<file path="config.mk">
export PLATFORM = sky130hd
export DESIGN_NAME = skct_cell
export DESIGN_NICKNAME = d
export VERILOG_FILES = /design/src/design/assert_macros.svh /design/src/design/skct_pkg.sv /design/src/design/skct_cell.sv
export SDC_FILE = /design/constraint.sdc
export NUM_CORES = 1
export LEC_CHECK = 0
export ABC_CLOCK_PERIOD_IN_PS = 3150
export BUFFER_PORTS_ARGS = -buffer_cell sky130_fd_sc_hd__clkbuf_2
export CAP_MARGIN = 30
export CORE_MARGIN = 2
export CORE_UTILIZATION = 46
export CTS_CLUSTER_SIZE = 14
export DETAILED_ROUTE_END_ITERATION = 6
export PLACE_DENSITY = 0.92
export SYNTH_ARGS = -nofsm -noshare
export SYNTH_HDL_FRONTEND = slang
export SYNTH_SLANG_ARGS = --single-unit
</file>
<file path="constraint.sdc">
create_clock -name clk -period 3.15 [get_ports clk]
set_input_delay 0 -clock clk [delete_from_list [all_inputs] [get_ports clk]]
set_output_delay 0 -clock clk [all_outputs]
set_load 0.02 [all_outputs]
</file>
<file path="src/design/assert_macros.svh">
// Assertion helpers for the RTL of the key count table; the table core includes them.
// Each macro expects signals named clk and arst_n in the enclosing scope.
`ifndef ASSERT_MACROS_SVH
`define ASSERT_MACROS_SVH

// The expression holds at every clock edge outside reset.
`define SKCT_ASSERT_ALWAYS(lbl, expr) \
	lbl: assert property (@(posedge clk) disable iff (!arst_n) (expr)) \
		else $error("skct assertion failed");

// When the antecedent holds, the consequent holds in the next cycle.
`define SKCT_ASSERT_NEXT(lbl, ante, cons) \
	lbl: assert property (@(posedge clk) disable iff (!arst_n) (ante) |=> (cons)) \
		else $error("skct assertion failed");

`endif

</file>
<file path="src/design/skct_pkg.sv">
// ----------------------------------------------------------------------------
// skct_pkg: shared types and constants of the sorted key count table
// Default sizes, result status codes and the control and flag structs
// that run between the table controller and the row of cells.
// ----------------------------------------------------------------------------
`default_nettype none

package skct_pkg;

	localparam int MAX_KEYS_DEF   = 64;
	localparam int KEY_BITS_DEF   = 16;
	localparam int COUNT_BITS_DEF = 16;

	localparam logic [1:0] ST_OK     = 2'd0;
	localparam logic [1:0] ST_ABSENT = 2'd1;
	localparam logic [1:0] ST_FULL   = 2'd2;
	localparam logic [1:0] ST_SAT    = 2'd3;

	// Action broadcast to every cell in the update cycle.
	typedef struct packed {
		logic apply;   // update cycle fires
		logic insert;  // new key goes into its sorted place
		logic drop;    // matching entry leaves, later entries move down
		logic bump;    // matching count rises (unless saturated)
		logic dec;     // matching count falls and stays above zero
	} cell_ctrl_t;

	// Compare result that each cell captures when a beat is accepted.
	typedef struct packed {
		logic lt;   // valid and stored key below the incoming key
		logic eq;   // valid and stored key equal to the incoming key
		logic sat;  // eq and count at its maximum
		logic one;  // eq and count equal to one
	} cell_flags_t;

endpackage

`default_nettype wire

</file>
<file path="src/design/skct_cell.sv">
// ----------------------------------------------------------------------------
// skct_cell: one entry of the sorted key count table
// Holds a key and its count, compares them against the incoming key and
// takes its neighbor's entry when the row shifts.
// ----------------------------------------------------------------------------
`default_nettype none

module skct_cell
	import skct_pkg::*;
#(
	parameter int KEY_BITS   = KEY_BITS_DEF,
	parameter int COUNT_BITS = COUNT_BITS_DEF
) (
	input  wire logic                  clk,
	input  wire logic                  arst_n,
	input  wire logic                  cmp_en,
	input  wire logic                  valid,
	input  wire logic [KEY_BITS-1:0]   cmp_key,
	input  wire logic [KEY_BITS-1:0]   ins_key,
	input  wire cell_ctrl_t            ctrl,
	input  wire logic                  prev_lt,
	input  wire logic [KEY_BITS-1:0]   prev_key,
	input  wire logic [COUNT_BITS-1:0] prev_cnt,
	input  wire logic [KEY_BITS-1:0]   next_key,
	input  wire logic [COUNT_BITS-1:0] next_cnt,
	output logic      [KEY_BITS-1:0]   key,
	output logic      [COUNT_BITS-1:0] cnt,
	output cell_flags_t                flags
);

	logic [KEY_BITS-1:0]   key_q;
	logic [COUNT_BITS-1:0] cnt_q;
	cell_flags_t           flags_q;
	cell_flags_t           flags_d;

	always_comb begin
		flags_d.lt  = valid && (key_q < cmp_key);
		flags_d.eq  = valid && (key_q == cmp_key);
		flags_d.sat = flags_d.eq && (&cnt_q);
		flags_d.one = flags_d.eq && (cnt_q == COUNT_BITS'(1));
	end

	always_ff @(posedge clk or negedge arst_n) begin
		if (!arst_n) begin
			flags_q <= '0;
		end else if (cmp_en) begin
			flags_q <= flags_d;
		end
	end

	// Entries at or above the insertion point take the entry below them;
	// on removal, entries from the matching one upward take the one above.
	always_ff @(posedge clk) begin
		if (ctrl.apply) begin
			if (ctrl.insert && !flags_q.lt) begin
				if (prev_lt) begin
					key_q <= ins_key;
					cnt_q <= COUNT_BITS'(1);
				end else begin
					key_q <= prev_key;
					cnt_q <= prev_cnt;
				end
			end else if (ctrl.drop && !flags_q.lt) begin
				key_q <= next_key;
				cnt_q <= next_cnt;
			end else if (ctrl.bump && flags_q.eq && !flags_q.sat) begin
				cnt_q <= cnt_q + COUNT_BITS'(1);
			end else if (ctrl.dec && flags_q.eq) begin
				cnt_q <= cnt_q - COUNT_BITS'(1);
			end
		end
	end

	assign key   = key_q;
	assign cnt   = cnt_q;
	assign flags = flags_q;

endmodule

`default_nettype wire
</file>
After elaboration in Yosys (flattened, before gate mapping)
Cells that the tools add are included.
{ "word_totals": {"ff_bits": 36, "output_inout_bits": 36, "elab_cells": 35} }
{ "op_classes": {"add_sub_neg": 2, "n_lt_le_gt_ge": 1, "n_eq_ne": 2, "mux": 8, "reduce_logical": 16} }
{ "ops": {"columns": ["cell", "count"], "rows": [
  ["16-bit two-way mux", 8],
  ["16-bit by 1-bit adder with 16-bit output, second input constant", 1],
  ["16-bit by 1-bit equality test with 1-bit output, second input constant", 1],
  ["16-bit equality test", 1],
  ["16-bit < comparator", 1],
  ["16-bit AND reduction", 1],
  ["16-bit by 1-bit subtractor with 16-bit output, second input constant", 1],
  ["1-bit logical AND", 9],
  ["2-bit AND reduction", 2],
  ["4-bit nonzero test", 1],
  ["1-bit logical NOT", 2],
  ["2-bit nonzero test", 1]
]} }

Logic depth before layout (Yosys ltp)
Gate-level depths: netlist of the first run.
{ "logic_depth": {"depth_word": 5, "mapped_depth": 7, "mapped_depth_nobuf": 7} }

Worst setup path before layout of the first run
Ideal clock, no wire load.
{ "synth_path": {"path_kind": "flip-flop to flip-flop", "startpoint": "register flags_q (netlist bit flags[1])", "endpoint": "register cnt_q[0], in the netlist cnt[0] (enable)", "setup_time_ns": 0.414, "arrival_ns": 2.198, "t_required_ns": 2.736, "path_slack_ns": 0.538, "path_stages_with_launch": 5, "path_buffers": 1, "path_cell_list": "dfrtp_1 -> and3b_1 -> clkbuf_1 -> a21oi_1 -> a21boi_0"} }
{ "synth_between": {"elab_chain_cells": 4} }
{ "synth_lines": {"columns": ["item", "line", "text"], "rows": [
  ["start: declaration", "skct_cell.sv:33", "cell_flags_t flags_q;"],
  ["start signal: assignment", "skct_cell.sv:47", "flags_q <= flags_d;"],
  ["1-bit logical NOT", "skct_cell.sv:66", "end else if (ctrl.bump && flags_q.eq && !flags_q.sat) begin"],
  ["1-bit logical AND", "skct_cell.sv:66", null],
  ["4-bit nonzero test (no source line)", null, null],
  ["2-bit AND reduction (no source line)", null, null],
  ["end signal: assignment", "skct_cell.sv:65", "cnt_q <= next_cnt;"],
  ["end signal: assignment", "skct_cell.sv:67", "cnt_q <= cnt_q + COUNT_BITS'(1);"],
  ["end signal: assignment", "skct_cell.sv:69", "cnt_q <= cnt_q - COUNT_BITS'(1);"],
  ["end: declaration", "skct_cell.sv:32", "logic [COUNT_BITS-1:0] cnt_q;"]
]} }
No other way between the ends.
A chain may end at the register's enable or synchronous reset.

Worst setup path in the final report of the first run
{ "layout_path": {"startpoint": "register cnt_q[0], in the netlist cnt[0]", "endpoint": "register cnt_q[12], in the netlist cnt[12] (data pin)"} }
{ "layout_between": {"elab_chain_cells": 5} }
{ "layout_lines": {"columns": ["item", "line", "text"], "rows": [
  ["start signal: assignment", "skct_cell.sv:61", "cnt_q <= prev_cnt;"],
  ["start signal: assignment", "skct_cell.sv:65", null],
  ["start signal: assignment", "skct_cell.sv:67", null],
  ["16-bit by 1-bit subtractor with 16-bit output", "skct_cell.sv:69", null],
  ["16-bit two-way mux", "skct_cell.sv:68", "end else if (ctrl.dec && flags_q.eq) begin"],
  ["16-bit two-way mux *", "skct_cell.sv:66", null],
  ["16-bit two-way mux *", "skct_cell.sv:63", "end else if (ctrl.drop && !flags_q.lt) begin"],
  ["16-bit two-way mux *", "skct_cell.sv:55", "if (ctrl.insert && !flags_q.lt) begin"]
]} }
Every way passes the cells marked *; elsewhere a longest branch is shown, timed or not. The select of a mux whose other input is x is not followed.

==> results of run 1 <==
critical path, cell delays in order, from the launching register on:
cell and delay (ps):
edfxtp_1 500, inv_1 100, ha_1 180, or3b_2 470
nor4_1 540, a21oi_1 190, xor2_1 190, o21ai_1 80
cells in the final DEF, fill, tap and decap left out, types with 4 or more instances in the layout:
cell type / count
a21oi_1: 7
a22oi_1: 12
and3_1: 7
buf_4: 5
clkbuf_2: 141
clkbuf_8: 5
dfrtp_1: 4
dlygate4sd3_1: 13
edfxtp_1: 32
ha_1: 19
inv_1: 22
mux2i_1: 17
nand2_1: 27
nand3_1: 13
nand4_1: 5
nor2_1: 14
nor3_1: 6
o21ai_0: 34
o22ai_1: 4
xnor2_1: 6
xor2_1: 6
synthesized netlist by cell type (7+ instances only):
| cell type | number |
|---|---|
| ha_1 | 19 |
| clkbuf_1 | 9 |
| nor2_1 | 14 |
| a21oi_1 | 7 |
| a22oi_1 | 12 |
| inv_1 | 22 |
| edfxtp_1 | 32 |
| nand3_1 | 13 |
| o21ai_0 | 34 |
| nand2_1 | 27 |
| mux2i_1 | 17 |
| and3_1 | 7 |
sequential cells by signal, summed over array words and instances, names as in the netlist:
register,flops
cnt,16
flags,4
key,16
metrics by stage:
| stage | cell area (µm²) | utilization (%) |
|---|---|---|
| floorplan | 2700 | - |
| CTS | 3700 | 66.5 |
| detailed placement | 3470 | 62.2 |
| finish | 3700 | 66.5 |
| global placement | 3470 | 62.2 |
| global route | 3700 | 66.5 |
layout make-up:
class | instances | area, µm²
Tap cell | 72 | 90.1
Fill cell | 451 | 1870
Clock inverter | 3 | 37.5
Inverter | 22 | 82.6
Clock buffer | 5 | 68.8
Timing Repair Buffer | 159 | 873
Sequential cell | 36 | 1060
Multi-Input combinational cell | 219 | 1490
routing by layer:
metal  vias to the layer above  routed length (µm)
li1                       1391                   -
met1                      1312                3160
met2                       183                4150
met3                        35                 795
met4                         0                 300
met5                         -                   0
cell families after synthesis:
family	share of synthesized area (%)
AND/OR/NAND/NOR	18.2
AO/OA/AOI/OAI	18.0
flip-flops	39.3
buffers and inverters	5.47
adder cells (fa/ha/maj)	8.80
multiplexers	6.30
XOR/XNOR	3.89
worst min-delay path by stage:
stage | to | cells after the start
floorplan | flags[0] | 0
global placement | flags[2] | 1
detailed placement | flags[0] | 1
CTS | key[7] | 3
global route | key[7] | 3
finish | key[5] | 3
repair_timing:
| action | in CTS | in global routing |
|---|---|---|
| endpoints found under the setup margin | 0 | 0 |
| hold endpoints to repair | 19 | 0 |
| hold buffers | 13 | 0 |
report_power, final:
| group | total, W | switching, W | internal, W |
|---|---|---|---|
| registers | 0.000635 | 0.0000520 | 0.000583 |
| logic | 0.000418 | 0.000236 | 0.000182 |
| clock network | 0.000401 | 0.000170 | 0.000231 |
==> metrics, run 1 <==
largest net degree at the start of global routing 37; slack of the worst reg-to-reg path 650 ps; outcome completed; Via density 5.66; Post-DP HPWL 6400 µm; synth unique cells 49; Lkg Pwr 1.77 nW; worst r2r src cnt[0]; syn nets between 400 and 500; synthesized instance count 290; Synth Register Bits 36; ranking of synthesized cells by area edfxtp_1 (36%), ha_1 (8.8%), mux2i_1 (6.3%), o21ai_0 (6.3%), nand2_1 (3.8%); Post-synth EDFFs 32; Worst-path clk slew about 70 ps; Crit Path Class register to register; GRT met2 Usage about 45%; setup violators final 0; CP endpoint kind register; GRT busiest layer met2; layout cells sized above 1 35.4%; Min Hold Slack about 14 ps; Tot Pwr 0.00145 W; Setup crit end cnt[12]; vias in the first global route ~2.8k; I/O Pins 142; initial antenna violation count 0; CTS Buf Count 5; gr usage total 26.7%; CTS Buffer Depth 2; RSZ-0062 raised after global routing false; H-tree levels 2; die area 0.00650 mm²; Worst Hold Class input pin to register; biggest area consumer among synthesized cells edfxtp_1; relative max-transition margin 28.4%; RR Endpoint cnt[12]; Max Cap Viol 0; drt first pass iters 6; Yosys top cell area share 35.6%; Routed WL 8410 µm; Layout Cells excl Fill just over 500; Final Critical Period about 2500 ps; met1 Track Usage GR 30.6%; Post-CTS Setup Bufs 0; clock sink count 36; Clock Latency Late Sink 290 ps; worst setup path start cnt[0]; gr ovfl total 0; Die Wd 80.6 µm; DRC viols 0; CTS tree done; gp weighted congestion 0.962; Hold Startpoint next_key[5]; Async SR Flop Fraction ~11%; die height 80.6 µm; syn avg cell area 9.31 µm²; final net count 568; fin crit share 79.3%; cell total after placement roughly 500; CTS resizes 0; area grow syn2layout 37.2%; final-report max-slew violation count 0; Startpoint Class register; pre-CTS setup slack approximately 800 ps; GR met3 Demand/Resource approximately 7.6%; Power Dens Cells a little under 400 mW/mm²; highest clock rate 400 MHz; Avg WL per Cell 16.3 µm; Final ANT Viol Nets 0; Core ar. 0.00557 mm²; Syn Std Cell Area 0.00270 mm²; Final WS setup ~650 ps; IO Port Bufs ~140; largest fanout on the critical path 7; Vias 2,921; first-pass GRT wire length 13,300 µm; sequential fraction of the synthesis area 39.3%; Fin Setup TNS 0 ps; row cnt 27; Critical Path RT 3180 ps; crit path DAT 2530 ps; CTS root buf clkbuf_8; YS warnings 0; final-report hold violation count 0; Synth Flop Type edfxtp_1; R2R cell count 7; Setup Skew 6.31 ps; drt initial violations 318; Worst Max-Slew Pin Slew 1070 ps; Initial Util 48.4%; Peak VDD IR 0.238 mV; ant diodes 0
Power figures use the tool's default switching activity.
==> inputs of run 2 (changes only) <==
Settings changed: ABC_AREA set to 1, ABC_CLOCK_PERIOD_IN_PS 3150 to 2000, CORE_UTILIZATION 46 to 43, PLACE_DENSITY 0.92 to 0.88.
Clock period 3.15 ns to 2 ns, I/O delays scaled along.
==> metrics, run 2 <==
Post-synth EDFFs 32; Clock Latency Late Sink ~300 ps; Worst Max-Slew Pin Slew 574 ps; commonest non-fill, non-tap cell in the layout nand2_1; IO Port Bufs 141; Worst Hold Class input pin to register; cell-internal power 0.00161 W; gp weighted congestion 0.871; synthesized instance count 466; drt initial violations 238; Comb power frac about 32%; cts hold-fix bufs 14; Tot Pwr 0.00247 W; Startpoint Class register; Synth Register Bits 36; Worst-path clk slew 80 ps; CTS Buf Count 5; Via density between 5 and 6; die height 89.5 µm; Lkg Pwr 2.14 nW; Routed WL ~10,000 µm; final net count 745; ranking of synthesized cells by area edfxtp_1 (31%), nand2_1 (18%), nor2_1 (7.9%), ha_1 (7.6%), a21oi_1 (7.2%); H-tree levels 2; Async SR Flop Fraction 11.1%; count leader, synth nand2_1; setup violators final 0; first-pass GRT wire length 15,000 µm; sequential fraction of the synthesis area 33.8%; Initial Util 43.8%; initial antenna violation count 0; Post-DP HPWL 7840 µm; row cnt 31; Max Cap Viol 0; CTS tree done; Setup Skew 6.55 ps; DRC viols 0; layout cells sized above 1 between 20% and 30%; CP endpoint kind register; Min Hold Slack -2.45 ps; CTS root buf clkbuf_8; highest clock rate about 540 MHz; Core ar. 0.00718 mm²; Crit Path Class register to register; Peak VDD IR 0.387 mV; largest fanout on the critical path 6; Final Critical Period 1870 ps; outcome finished, violations left; clock sink count 36; CTS Buffer Depth 2; final-report hold violation count 1; cell total after placement about 700; clock share of power 26.6%; I/O Pins 142; relative max-transition margin 61.6%; CTS resizes 0; violated checks hold timing; Die Wd about 89 µm; Final ANT Viol Nets 0; Critical Path RT 2060 ps; Vias 3,772; Post-CTS Setup Bufs 0; syn avg cell area 6.74 µm²; area grow syn2layout 32.8%; top cells by count, synth nand2_1 (154), nor2_1 (66), a21oi_1 (45), inv_1 (43), edfxtp_1 (32); Fin Setup TNS 0 ps; largest net degree at the start of global routing 33; Finished Core Util 58.1%; Seq pwr share between 40% and 50%; Synth Flop Type edfxtp_1; RSZ-0062 raised after global routing false; sw frac 34.9%; fin crit share 93.5%; ant diodes 0; biggest area consumer among synthesized cells edfxtp_1; vias in the first global route around 3.4k; gr ovfl total 0; Yosys top cell area share 30.6%; number of fill cells 645; Layout Cells excl Fill 720; Syn Std Cell Area 0.00314 mm²; gr usage total 24.2%; synth unique cells 33; YS warnings 0; Power Dens Cells 591 mW/mm²; crit path DAT about 1900 ps; syn nets 591; final-report max-slew violation count 0; commonest cells after routing, fill and taps aside nand2_1 (154), clkbuf_2 (141), nor2_1 (65); die area approximately 0.008 mm²; drt first pass iters 5; Sw Pwr 0.000860 W; Avg WL per Cell 13.9 µm
[run 2: changes by cell type in the layout (fill, tap and decap cells not counted), moves of 7 or more]
cell / before / now
a21oi_1: 7 / 44
a22oi_1: 12 / 0
and3_1: 7 / 0
inv_1: 22 / 43
mux2i_1: 17 / 0
nand2_1: 27 / 154
nand3_1: 13 / 28
nor2_1: 14 / 65
o21ai_0: 34 / 21
[run 2: per-layer routing]
layer,wire length [µm],track usage (%)
met1,4000,29.9
met2,4810,40.5
met3,827,4.06
met4,383,12.3
met5,0,0
[run 2: through the flow]
stage / instance area (µm²) / setup WS (ps)
after floorplan: 3150 / 118
after CTS: 4170 / 194
after detailed placement: 3920 / 226
final: 4170 / 131
after global routing: 4170 / 14.1
after global placement: 3920 / 325
[run 2: worst paths after layout]
check | to | cells past startpoint | startpoint | slack (ps)
max | cnt[14] | 10 | cnt[1] | 130
min | cnt[14] | 3 | prev_cnt[14] | -2
max reg2reg | cnt[14] | 10 | cnt[1] | 130
min reg2reg | flags[0] | 2 | flags[0] | 520
max in group asynchronous | flags[3] | 2 | arst_n | 1820
min in group asynchronous | flags[2] | 2 | arst_n | 40
[run 2: kinds of logic (layout without fill, tap and decap cells)]
family	Yosys count	after routing	synth area share (%)
simple gates	267	267	35.1
xor+xnor	4	4	1.12
fa+ha+maj	19	19	7.57
buf+inv	60	215	8.80
compound gates	80	80	13.7
flops	36	36	33.8
[run 2: area by class of cell]
class | instances | area (µm²) | area share, %
inverters | 45 | 170 | 4.08
clock buffers | 6 | 72.6 | 1.74
clock inverters | 2 | 35.0 | 0.840
well taps | 99 | 124 | 2.97
repair buffers | 162 | 898 | 21.5
flip-flops and latches | 36 | 1060 | 25.4
multi-input cells | 370 | 1810 | 43.4
[run 2: critical path, cell delays in order, from the launching register on]
cell and delay [ps]:
edfxtp_1 460, ha_1 250, nand3_1 130, nor2_1 310
nand3_1 130, nand2_1 80, nand2_1 50, nand2_1 50
nand3_1 70, nand2_1 70, nand2_1 40
[run 2: power groups by stage]
stage | Combinational, W | Clock [W] | Sequential, W
2_1_floorplan | 0.000420 | 0 | 0.00107
3_3_place_gp | 0.000739 | 0 | 0.00102
3_5_place_dp | 0.000771 | 0 | 0.00102
4_1_cts | 0.000797 | 0.000659 | 0.00101
5_1_grt | 0.000891 | 0.000679 | 0.00102
6_report | 0.000800 | 0.000657 | 0.00101
